**config.mk**
```make
export PLATFORM = sky130hd
export DESIGN_NAME = lphm_front
export DESIGN_NICKNAME = d
export VERILOG_FILES = /design/src/rtl/linear_probe_hash_map_defines.svh /design/src/rtl/lphm_pkg.sv /design/src/rtl/lphm_front.sv
export SDC_FILE = /design/constraint.sdc
export NUM_CORES = 1
export LEC_CHECK = 0
export BUFFER_PORTS_ARGS = -buffer_cell sky130_fd_sc_hd__clkbuf_2
export CORE_MARGIN = 4
export CORE_UTILIZATION = 41
export CTS_CLUSTER_DIAMETER = 120
export DETAILED_ROUTE_END_ITERATION = 12
export PLACE_DENSITY = 0.87
export SYNTH_ARGS = -nofsm -noshare
export SYNTH_HDL_FRONTEND = slang
export SYNTH_SLANG_ARGS = --single-unit
```
**constraint.sdc**
```tcl
create_clock -name clock -period 2.6 [get_ports clock]
set_input_delay 0 -clock clock [delete_from_list [all_inputs] [get_ports clock]]
set_output_delay 0 -clock clock [all_outputs]
set_load 0.05 [all_outputs]
```
**src/rtl/linear_probe_hash_map_defines.svh**
```systemverilog
// assertion macros used by the hash map back end (lphm_back)
`ifndef LINEAR_PROBE_HASH_MAP_DEFINES_SVH
`define LINEAR_PROBE_HASH_MAP_DEFINES_SVH

// cond in this cycle implies prop in the same cycle
`define LPHM_ASSERT_IMPLIES(label, clk, rst, cond, prop) \
   label: assert property (@(posedge clk) disable iff (rst) (cond) |-> (prop)) \
      else $error("lphm assertion failed");

// cond in this cycle implies prop in the next cycle
`define LPHM_ASSERT_NEXT(label, clk, rst, cond, prop) \
   label: assert property (@(posedge clk) disable iff (rst) (cond) |=> (prop)) \
      else $error("lphm assertion failed");

`endif

```
**src/rtl/lphm_pkg.sv**
```systemverilog
`timescale 1ns / 1ps

package lphm_pkg;

   localparam int JOB_QUEUE_DEPTH = 2;

   typedef enum logic {
      CMD_INSERT = 1'b0,
      CMD_LOOKUP = 1'b1
   } cmd_type;

   typedef enum logic {
      STATUS_OK   = 1'b0,
      STATUS_FULL = 1'b1
   } status_type;

   typedef struct packed {
      cmd_type     cmd;
      logic [31:0] key;
      logic [31:0] key_hash;
      logic [31:0] value;
   } req_type;

   typedef struct packed {
      logic        found;
      logic [31:0] value_out;
      status_type  status;
      logic [7:0]  slot;
   } rsp_type;

   typedef enum logic [1:0] {
      ST_CLEAR,
      ST_IDLE,
      ST_PROBE
   } back_state_type;

endpackage

```
**src/rtl/lphm_front.sv**
```systemverilog
`timescale 1ns / 1ps

module lphm_front #(
   parameter int SLOTS = 256
) (
   input  logic                     clock,
   input  logic                     reset,
   input  logic                     hold,
   input  logic                     req_push,
   output logic                     req_full,
   input  lphm_pkg::req_type        req_data,
   output logic                     job_valid,
   input  logic                     job_ready,
   output lphm_pkg::req_type        job_req,
   output logic [$clog2(SLOTS)-1:0] job_start
);

   localparam int SW        = $clog2(SLOTS);
   localparam int RW        = SW + 1;
   localparam bit IS_POW2   = (SLOTS & (SLOTS - 1)) == 0;
   localparam int STEP_BITS = 4;
   localparam int STEPS     = 32 / STEP_BITS;
   localparam int CW        = $clog2(STEPS + 1);

   logic              busy_ff, busy_in;
   lphm_pkg::req_type item_ff, item_in;
   logic [SW-1:0]     rem_ff, rem_in;
   logic [31:0]       hash_ff, hash_in;
   logic [CW-1:0]     steps_ff, steps_in;
   logic [RW-1:0]     red_r;
   logic [31:0]       red_h;
   logic              done, accept, job_fire;

   assign done      = busy_ff && (IS_POW2 || steps_ff == '0);
   assign job_valid = done;
   assign job_fire  = done && job_ready;
   assign req_full  = hold || (busy_ff && !job_fire);
   assign accept    = req_push && !req_full;
   assign job_req   = item_ff;
   assign job_start = IS_POW2 ? item_ff.key_hash[SW-1:0] : rem_ff;

   // request accept, job handoff and hash mod slot count, restoring reduction msb first
   always_comb begin
      busy_in  = busy_ff;
      item_in  = item_ff;
      rem_in   = rem_ff;
      hash_in  = hash_ff;
      steps_in = steps_ff;
      red_r    = {1'b0, rem_ff};
      red_h    = hash_ff;
      for (int k = 0; k < STEP_BITS; k++) begin
         red_r = {red_r[SW-1:0], red_h[31]};
         red_h = {red_h[30:0], 1'b0};
         if (red_r >= RW'(SLOTS)) begin
            red_r = red_r - RW'(SLOTS);
         end
      end
      if (job_fire) begin
         busy_in = 1'b0;
      end
      if (busy_ff && !done) begin
         rem_in   = red_r[SW-1:0];
         hash_in  = red_h;
         steps_in = steps_ff - 1'b1;
      end
      if (accept) begin
         busy_in  = 1'b1;
         item_in  = req_data;
         rem_in   = '0;
         hash_in  = req_data.key_hash;
         steps_in = CW'(STEPS);
      end
   end

   always_ff @(posedge clock) begin
      if (reset) begin
         busy_ff <= 1'b0;
      end else begin
         busy_ff <= busy_in;
      end
   end

   always_ff @(posedge clock) begin
      item_ff  <= item_in;
      rem_ff   <= rem_in;
      hash_ff  <= hash_in;
      steps_ff <= steps_in;
   end

endmodule

```
* Yosys cells after proc, flatten, opt, wreduce, memory -nomap -nowiden
Index checks and enable logic that the tools add are counted.
** Storage, ports and cells
- Register bits after elaboration :: 98
- Input bits :: 102
- Output and inout port bits :: 107
- Word-level logic and storage cells :: 14
** Operators by class
- Mux-type cells :: 2
- Reduce and logical (&&, ||, !) cells :: 7
** Operator list (number)
- logical AND 1 bit :: 3
- logical NOT 1 bit :: 2
- two-way mux 1 bit :: 2
- nonzero test 2 bit :: 1
- logical OR 1 bit :: 1

* Logic depth before layout (Yosys ltp)
- Word-level depth :: 7
- Depth in mapped cells :: 2
- Gate-level depth less buffers :: 2

* Worst setup path before layout
Ideal clock, no wire load.
- Path kind :: reg2reg
- Start point :: register busy_ff, in the netlist job_valid
- End point :: register item_ff, in the netlist job_req[0] (enable)
- Library setup time :: 0.423 ns
- Arrival :: 2.176 ns
- Slack :: 0.000 ns
- Cell stages (with the launch flop) :: 3
- Path buffers :: 0
- Clock period less this slack :: 2.600 ns
- Cells stage by stage :: dfxtp_1 > nand2b_1 > nor2b_4
** Between the ends
- Cells in the longest elaborated chain, start to end :: 6
** RTL lines
- from (decl) :: line lphm_front.sv:25 : logic busy_ff, busy_in;
- from (signal assigned) :: line lphm_front.sv:79 : busy_ff <= busy_in;
- logical AND 1 bit :: line lphm_front.sv:36 : assign job_fire = done && job_ready;
- logical NOT 1 bit :: line lphm_front.sv:37 : assign req_full = hold || (busy_ff && !job_fire);
- logical AND 1 bit (*) :: line lphm_front.sv:37
- logical OR 1 bit (*) :: line lphm_front.sv:37
- logical NOT 1 bit (*) :: line lphm_front.sv:38 : assign accept = req_push && !req_full;
- logical AND 1 bit (*) :: line lphm_front.sv:38
- via accept :: line lphm_front.sv:32 : logic done, accept, job_fire;
- to (signal assigned) :: line lphm_front.sv:84 : item_ff <= item_in;
- to (decl) :: line lphm_front.sv:26 : lphm_pkg::req_type item_ff, item_in;
Mark *: on every way through the listed nets, which the timed path passes. The rest lies on a longest branch.
A chain may end at the register's enable or synchronous reset.

* Worst setup path in the final report
- Start point :: register busy_ff, in the netlist job_valid
- End point :: register item_ff, in the netlist job_req[61] (enable)
Same word-level chain as after synthesis.

==> impl_metrics.toml <==
[pwr]
total_power_mw = 3.228
leakage_nw = 2.316
p_per_area_nw_per_um2 = 606.5
ir_drop_mv = 0.4014

[setup_path]
max_stage_delay_ns = 0.51
crit_fanout = 51
crit_path_end_kind = "register"
path_cells = "nand2b_1 > nor2b_4 > buf_4"
critPathArrivalTime_ns = 1.55
required_ns = 2.58
startpoint_type = "register"
cp_slowest_cell = "buf_4"
path_class = "register to register"

[placed_design]
dpl_cell_area_um2 = 4161
port_buffers = 208
finalWeightedCongestion = 0.7332
place_ws_ns = 1.088

[yosys]
netlist_top_cells_count = "edfxtp_1 (97), buf_4 (8), nand2b_1 (2)"
synth_edf_count = 97
synth_flop_cell = "edfxtp_1"
synth_area_um2 = 3042
syn_nets = 213
yosysTopAreaCell = "edfxtp_1"
ys_ff_latch = 98
ys_seq_area_share_pct = 96.42
synth.most_common_cell = "edfxtp_1"
ys_warn_count = 0
netlist.area_leader.share_pct = 95.76
synth.area.top_cells = "edfxtp_1 (96%), buf_4 (2.0%), dfxtp_1 (0.66%)"
synthCells = 111
async_flop_share_pct = 0
synthDistinctLibCells = 7
syn-mean-instance-area_um2 = 27.40

[run_status]
status = "finished, final reports clean"

[timing]
final.min_clock_period_ns = 1.566
period_share_pct = 60.22
rsz0062_at_grt = "false"
skew_ns = 0.008918
setup-violations-final = 0
fin_ws_ns = 1.034
fin_hold_ws_ns = 0.3627
slew_violations = 0
max_freq_ghz = 0.6387
worst_pin_slew_ns = 0.6115
fin_setup_tns_ns = 0
finalHoldViolCount = 0
slew_headroom_pct = 59.24

[global_routing]
antenna_found_initial = 0
grt_usage_pct = 19.73
grt_pass1_vias = 2504
grt_overflow = 0
grt_pass1_wl_um = 12730
grt_max_degree = 52

[drt]
postRouteAntennaNets = 0
dr.first_iter.drc_count = 122
routed_wl_um = 8710
first_pass_iters = 4
vias = 2270
vias_per_cell = 4.307
route.detailed.wl_per_inst_um = 16.53
drc = 0

[final_layout]
syn_to_final_growth_pct = 74.99
fin_nets = 525
drive_above_1_share_pct = 53.04
num_antenna_cells = 0
final_cell_area_um2 = 5323

[floorplan]
start_util_pct = 42.16
core_area_um2 = 7214
die_h_um = 94.13
rows = 31
pin_count = 209
dieArea_um2 = 8860
die_w_um = 94.13

[clocking]
cts_tree = "built"
cts_root_buffer = "clkbuf_8"
clk_path_buf_depth = 2
clk_latency_ns = 0.35
path_clk_slew_ns = 0.09
cts_sinks = 98
cts_buffers = 9
h-tree-depth = 3

[job]
drv_cap = 0

[min_path]
hp-class = "primary input to register"
[cells by family after synthesis]
| logic type | share of synthesized area (%) |
|---|---|
| buf+inv | 1.975 |
| compound gates | 0.2880 |
| simple gates | 1.316 |
| flops | 96.42 |
[stage by stage]
stage                     instances  util [%]
final                           527     73.78
after global routing            527     73.78
after CTS                       527     73.78
after detailed placement        412     57.68
after global placement          412     57.68
after floorplan                 111         -
[cells in the final DEF (no fill, tap or decap), drive strengths merged]
cell,synthesis,layout
nor2b,1,1
dfxtp,1,1
clkbuf,0,218
nand2b,3,3
edfxtp,97,97
clkinvlp,0,1
clkinv,0,4
inv,0,1
a21oi,1,1
buf,8,2
dlygate4sd3,0,99
[flip-flops by register name, indices dropped and copies added (netlist names)]
register / cells
job_req: 97
job_valid: 1
[where the power goes]
group | switching [mW] | internal (mW) | total [mW]
Clock | 0.492 | 0.350 | 0.842
Sequential | 0.0196 | 1.82 | 1.84
Combinational | 0.352 | 0.197 | 0.550
Total | 0.864 | 2.36 | 3.23
[layer usage]
layer	GRT usage, %	vias up	routed length (um)
li1	-	1052	-
met1	20.78	1053	2968
met2	36.25	138	4791
met3	4.487	27	644
met4	10.35	0	306
met5	0	-	0
[timing repair]
item,in CTS,in global routing
gates resized for setup,0,0
hold buffers,99,0
buffers inserted,0,0
hold endpoints to repair,98,0
[worst max-delay path: cells and delay by family, from the launching register on]
family	cells	cell delay (ns)
flip-flops	1	0.33
AND/OR/NAND/NOR	2	0.34
buffers and inverters	1	0.51
[layout make-up]
cell class              instances  area [um^2]
well taps                      99        123.9
fillers                       439         1892
clock buffers                  10        127.6
repair buffers                309         2047
clock inverters                 6        42.54
multi-input cells               5        48.80
flip-flops and latches         98         2933
[worst paths after layout]
kind	startpoint	end	slack, ns	cells past startpoint
worst max-delay path	job_valid	job_req[61]	1.03	3
worst min-delay path	req_data[46]	job_req[46]	0.36	2
worst max register to register	job_valid	job_req[61]	1.03	3
worst min register to register	job_valid	job_valid	1.16	3
No activity file was read; power rests on OpenSTA's default activity.
