===== config.mk =====
export PLATFORM = sky130hd
export DESIGN_NAME = lphm_fifo
export DESIGN_NICKNAME = d
export VERILOG_FILES = /design/src/rtl/linear_probe_hash_map_defines.svh /design/src/rtl/lphm_fifo.sv
export SDC_FILE = /design/constraint.sdc
export NUM_CORES = 1
export LEC_CHECK = 0
export BUFFER_PORTS_ARGS = -buffer_cell sky130_fd_sc_hd__buf_2
export CORE_MARGIN = 2
export CORE_UTILIZATION = 52
export DETAILED_ROUTE_END_ITERATION = 12
export PLACE_DENSITY = 0.79
export SLEW_MARGIN = 20
export SYNTH_ARGS = -nofsm -noshare
export SYNTH_HDL_FRONTEND = slang
export SYNTH_SLANG_ARGS = --single-unit

===== constraint.sdc =====
create_clock -name clock -period 2.9 [get_ports clock]
set_input_delay 0.29 -clock clock [delete_from_list [all_inputs] [get_ports clock]]
set_output_delay 0.29 -clock clock [all_outputs]
set_load 0.005 [all_outputs]

===== src/rtl/linear_probe_hash_map_defines.svh =====
// assertion macros used by the hash map back end (lphm_back)
`ifndef LINEAR_PROBE_HASH_MAP_DEFINES_SVH
`define LINEAR_PROBE_HASH_MAP_DEFINES_SVH

// cond in this cycle implies prop in the same cycle
`define LPHM_ASSERT_IMPLIES(label, clk, rst, cond, prop) \
   label: assert property (@(posedge clk) disable iff (rst) (cond) |-> (prop)) \
      else $error("lphm assertion failed");

// cond in this cycle implies prop in the next cycle
`define LPHM_ASSERT_NEXT(label, clk, rst, cond, prop) \
   label: assert property (@(posedge clk) disable iff (rst) (cond) |=> (prop)) \
      else $error("lphm assertion failed");

`endif


===== src/rtl/lphm_fifo.sv =====
`timescale 1ns / 1ps

module lphm_fifo #(
   parameter int WIDTH = 8,
   parameter int DEPTH = 2
) (
   input  logic             clock,
   input  logic             reset,
   input  logic             push,
   output logic             full,
   input  logic [WIDTH-1:0] din,
   input  logic             pop,
   output logic             empty,
   output logic [WIDTH-1:0] dout
);

   localparam int PW = $clog2(DEPTH);
   localparam int CW = $clog2(DEPTH + 1);

   logic [WIDTH-1:0] mem_ff [DEPTH];
   logic [PW-1:0]    wr_ptr_ff, wr_ptr_in;
   logic [PW-1:0]    rd_ptr_ff, rd_ptr_in;
   logic [CW-1:0]    cnt_ff, cnt_in;
   logic             do_push, do_pop;

   assign full    = cnt_ff == CW'(DEPTH);
   assign empty   = cnt_ff == '0;
   assign dout    = mem_ff[rd_ptr_ff];
   assign do_push = push && !full;
   assign do_pop  = pop && !empty;

   always_comb begin
      wr_ptr_in = wr_ptr_ff;
      rd_ptr_in = rd_ptr_ff;
      cnt_in    = cnt_ff;
      if (do_push) begin
         wr_ptr_in = (wr_ptr_ff == PW'(DEPTH - 1)) ? '0 : wr_ptr_ff + 1'b1;
      end
      if (do_pop) begin
         rd_ptr_in = (rd_ptr_ff == PW'(DEPTH - 1)) ? '0 : rd_ptr_ff + 1'b1;
      end
      if (do_push && !do_pop) begin
         cnt_in = cnt_ff + 1'b1;
      end else if (do_pop && !do_push) begin
         cnt_in = cnt_ff - 1'b1;
      end
   end

   always_ff @(posedge clock) begin
      if (reset) begin
         wr_ptr_ff <= '0;
         rd_ptr_ff <= '0;
         cnt_ff    <= '0;
      end else begin
         wr_ptr_ff <= wr_ptr_in;
         rd_ptr_ff <= rd_ptr_in;
         cnt_ff    <= cnt_in;
      end
   end

   always_ff @(posedge clock) begin
      if (do_push) begin
         mem_ff[wr_ptr_ff] <= din;
      end
   end

endmodule


# Word level (Yosys, flattened, before mapping)
# Memory sizes are Yosys's and may differ from the RTL's. A register that Yosys moved wholly into a read port is not among the register bits.
# Index checks and enable logic that the tools add are counted.
dict set report op_classes {
  addsub 4
  eq_ne 1
  n_mux 8
  reduce_logical 10
}
# op n
set op_table {}
lappend op_table {{$mux 1} 6}
lappend op_table {{$logic_and 1x1->1} 4}
lappend op_table {{$logic_not 1->1} 4}
lappend op_table {{$mux 2} 2}
lappend op_table {{$add 1x1->1 const B} 2}
lappend op_table {{$add 2x1->2 const B} 1}
lappend op_table {{$eq 2x2->1 const B} 1}
lappend op_table {{$logic_not 2->1} 1}
lappend op_table {{$reduce_bool 2->1} 1}
lappend op_table {{$sub 2x1->2 const B} 1}
dict set report totals {
  register_bits 4
  ram_bits 16
  in_bits 12
  out_inout_bits 10
  word_cells 27
  mem_count 1
}
# memory depth word_bits read_ports rd_ports_with_merged_regs wr line
set memory_table {}
lappend memory_table {mem_ff 2 8 1 1 1 lphm_fifo.sv:20} ;# logic [WIDTH-1:0] mem_ff [DEPTH];

# Logic depth before layout (Yosys ltp)
dict set report depth {
  word_depth 7
  ltp_mapped 6
  ltp_nobuf 6
}

# Worst setup path after synthesis
# No wires, ideal clock.
dict set report synth_path {
  path_type {register to register}
  start {register cnt_ff[0]}
  end {register cnt_ff[1]}
  setup_ns 0.070
  arrival_ns 1.386
  required_ns 2.830
  slack_ns 1.445
  path_stages_with_launch 5
  path_buffers 0
  synth_period_minus_slack_ns 1.455
  cell_sequence {dfxtp_1 o21ai_0 ha_1 or3_1 a21oi_1}
}
dict set report synth_between {
  elab_chain_cells 6
  elab_cells_between_ends 15
  cone_classes {2 x add/sub; 1 x eq/ne; 2 x mux; 10 x reduce/logical}
}
# item line
set synth_lines {}
lappend synth_lines {{from (decl)} lphm_fifo.sv:23} ;# logic [CW-1:0] cnt_ff, cnt_in;
lappend synth_lines {{from (signal assigned)} lphm_fifo.sv:57} ;# cnt_ff <= cnt_in;
lappend synth_lines {{$eq 2x2->1 / $logic_not 2->1 (equally long branches)} {lphm_fifo.sv:26, lphm_fifo.sv:27}}
lappend synth_lines {{$logic_not 1->1, on equally long branches} {lphm_fifo.sv:29, lphm_fifo.sv:30}}
lappend synth_lines {{$logic_and 1x1->1, on equally long branches} {lphm_fifo.sv:29, lphm_fifo.sv:30}}
lappend synth_lines {{$logic_not 1->1, on equally long branches} {lphm_fifo.sv:44, lphm_fifo.sv:42}}
lappend synth_lines {{$logic_and 1x1->1, on equally long branches} {lphm_fifo.sv:44, lphm_fifo.sv:42}}
lappend synth_lines {{$reduce_bool 2->1 (no source line) / $mux 2 (equally long branches)} n/a}
# Several ways; a longest one is shown, not always the timed one. The select of a mux whose other input is x is not followed.
# A chain may end at the register's enable or synchronous reset.

==> results.py <==
metrics = {
    "worst_setup_path": {
        "r2r-end": "cnt_ff[1]",
        "worst-path-stages": 2,
        "ff2ff_path_depth": 4,
        "slowest_stage": "dfxtp_1",
        "end_kind": "output port",
        "path_buf_inv": 1,
        "worstPathRequired_ps": 2610,
        "reg2reg_slack_ps": 1340,
        "path_delay_family": "flip-flops",
        "cp-start-kind": "flop",
        "crit_fanout": 8,
        "path_class": "reg2out",
        "max_stage_delay_ps": 550,
        "critPathArrivalTime_ps": 1350,
        "path_cells": "mux2_2 -> buf_2",
        "r2r_start": "cnt_ff[0]",
        "critPathCapture": "dout[2]",
    },
    "yosys": {
        "yosysTopAreaCellShare_pct": 60.6,
        "synth_warnings": 0,
        "ys_ff_latch": 21,
        "syn-mean-instance-area_um2": 15.9,
        "syn_inst": 50,
        "ys_types": 13,
        "yosysSeqAreaShare_pct": 73.2,
        "synthArstFlopShare_pct": 0,
        "synth_nets": 63,
        "synth_most_common_cell": "edfxtp_1",
        "synthTopCellsByCount": "16 x edfxtp_1, 8 x mux2_2, 5 x dfxtp_1, 5 x nor2_1",
        "synth_area_leaders": "edfxtp_1 61%, dfxtp_1 13%, mux2_2 11%",
        "synth_area_um2": 793,
        "yosys_most_used_dff": "edfxtp_1",
        "synth_edf_count": 16,
        "yosys.area.top_type": "edfxtp_1",
    },
    "sta": {
        "setup_viol": 0,
        "clock_skew_ps": 7.44,
        "finalMaxSlewViolations": 0,
        "final.min_clock_period_ps": 1640,
        "max_slew_margin_pct": 73.8,
        "grt_setup_unrepaired": "false",
        "fin_setup_tns_ps": 0,
        "max_freq_mhz": 608,
        "finalCritPeriodShare_pct": 56.7,
        "hold_viol": 0,
        "worstMarginPinSlew_ps": 393,
        "setup_ws_ps": 1260,
    },
    "floorplan": {
        "io_pins": 22,
        "dieArea_um2": 1850,
        "std_cell_rows": 14,
        "die_w_um": 43.1,
        "start_util_pct": 53.9,
        "core-area_um2": 1470,
        "dieHeight_um": 43.1,
    },
    "place": {
        "place_congestion": 0.621,
        "place_area_um2": 913,
        "place_ws_ps": 1360,
        "io_buffer_count": 21,
    },
    "clock_network": {
        "path_clk_slew_ps": 110,
        "cts_max_level": 1,
        "cts.sinks": 21,
        "cts_buffer_depth": 2,
        "postCtsResizedCells": 0,
        "hold_buffers": 0,
        "root_buffer": "clkbuf_4",
        "clk_latency_ps": 300,
        "numCtsBuffers": 3,
        "cts_setup_buffers": 0,
        "cts_tree": "built",
    },
    "final_layout": {
        "fillers": 114,
        "drive_above_1_share_pct": 45.9,
        "area_growth_pct": 18.6,
        "post-route-util_pct": 63.9,
        "seq_area_um2": 581,
        "nNetsFinal": 88,
        "n_antenna_cell": 0,
        "multi_input_area_um2": 200,
        "final_area_um2": 941,
    },
    "hold_path": {
        "hold_class": "in2reg",
    },
    "pwr": {
        "vdd_drop_max_mv": 0.464,
        "p_leak_nw": 0.381,
        "power.density_nw_per_um2": 819,
        "totalPowerFinal_w": 0.000770,
    },
    "global_routing": {
        "grt_first_pass_wirelength_um": 1930,
        "grt_max_degree": 13,
        "antenna_found_initial": 0,
        "grt_pass1_vias": 475,
        "grt-ovfl-total": 0,
        "grtUsageTotal_pct": 14.6,
    },
    "route": {
        "wl_per_cell_um": 12.9,
        "drt_iter0_drc": 6,
        "routed_wl_um": 1170,
        "viasPerCell": 5.06,
        "drc": 0,
        "vias": 455,
        "drt_first_pass_iters": 3,
        "ant_nets": 0,
    },
    "run_status": {
        "status": "complete, no violations",
    },
    "run": {
        "cap_violations": 0,
    },
}
## report_power, final
part / switching, W / leakage [nW] / total [W] / internal (W)
clock network: 0.0000815 / 0.0177 / 0.000133 / 0.0000513
logic: 0.0000977 / 0.172 / 0.000215 / 0.000117
registers: 0.0000392 / 0.191 / 0.000423 / 0.000384
## per-stage QoR
stage	instances	hold WS, ps
floorplan	50	359
global placement	86	471
detailed placement	86	483
CTS	90	169
global route	90	159
finish	90	173
## logic make-up after synthesis
kind of cell	share of synthesized area [%]
fa+ha+maj	1.58
mux	11.4
xor+xnor	3.31
compound gates	3.15
flops	73.2
buf+inv	1.58
simple gates	5.84
## worst reg2reg max path, stage by stage (launching register included)
cell and delay [ps]:
dfxtp_1 380, o21ai_0 290, ha_1 310, or3_1 370, a21oi_1 150
## sequential cells by signal, indices dropped and copies added, names as in the netlist, named ones only
register / flops
cnt_ff: 2
mem_ff: 16
wr_ptr_ff: 1
rd_ptr_ff: 1
## worst min path at each step
stage               startpoint            to  slack (ps)  cells after the start
CTS                     din[2]  mem_ff[1][2]         170                      1
global route            din[3]  mem_ff[0][3]         160                      1
finish                  din[2]  mem_ff[1][2]         170                      1
floorplan                reset     cnt_ff[1]         360                      1
detailed placement      din[2]  mem_ff[1][2]         480                      1
global placement     wr_ptr_ff     wr_ptr_ff         470                      2
## per-layer routing
layer	routed length [um]	part of all wire, %	global-route usage [%]
met1	500	43	16.4
met2	567	49	26.1
met3	69	5.9	2.98
met4	28	2.4	7.27
met5	0	0	0
## final cells by class
type                       instances  share of cell area, %
clock buffer                       3                   2.39
sequential                        21                   61.7
timing repair buffer              21                   11.2
tap                               16                   2.13
multi-input combinational         26                   21.3
clock inverter                     1                  0.532
inverter                           2                  0.798
## cells in the final DEF (no fill, tap or decap), drive strengths merged, types with 2 or more instances in the layout
| master | instances |
|---|---|
| buf | 21 |
| edfxtp | 16 |
| mux2 | 8 |
| nor2 | 5 |
| dfxtp | 5 |
| o21ai | 3 |
| xor2 | 3 |
| clkbuf | 3 |
| inv | 2 |
| or3 | 2 |
| a21oi | 2 |
Note: power is estimated with default switching activity, not from simulation.
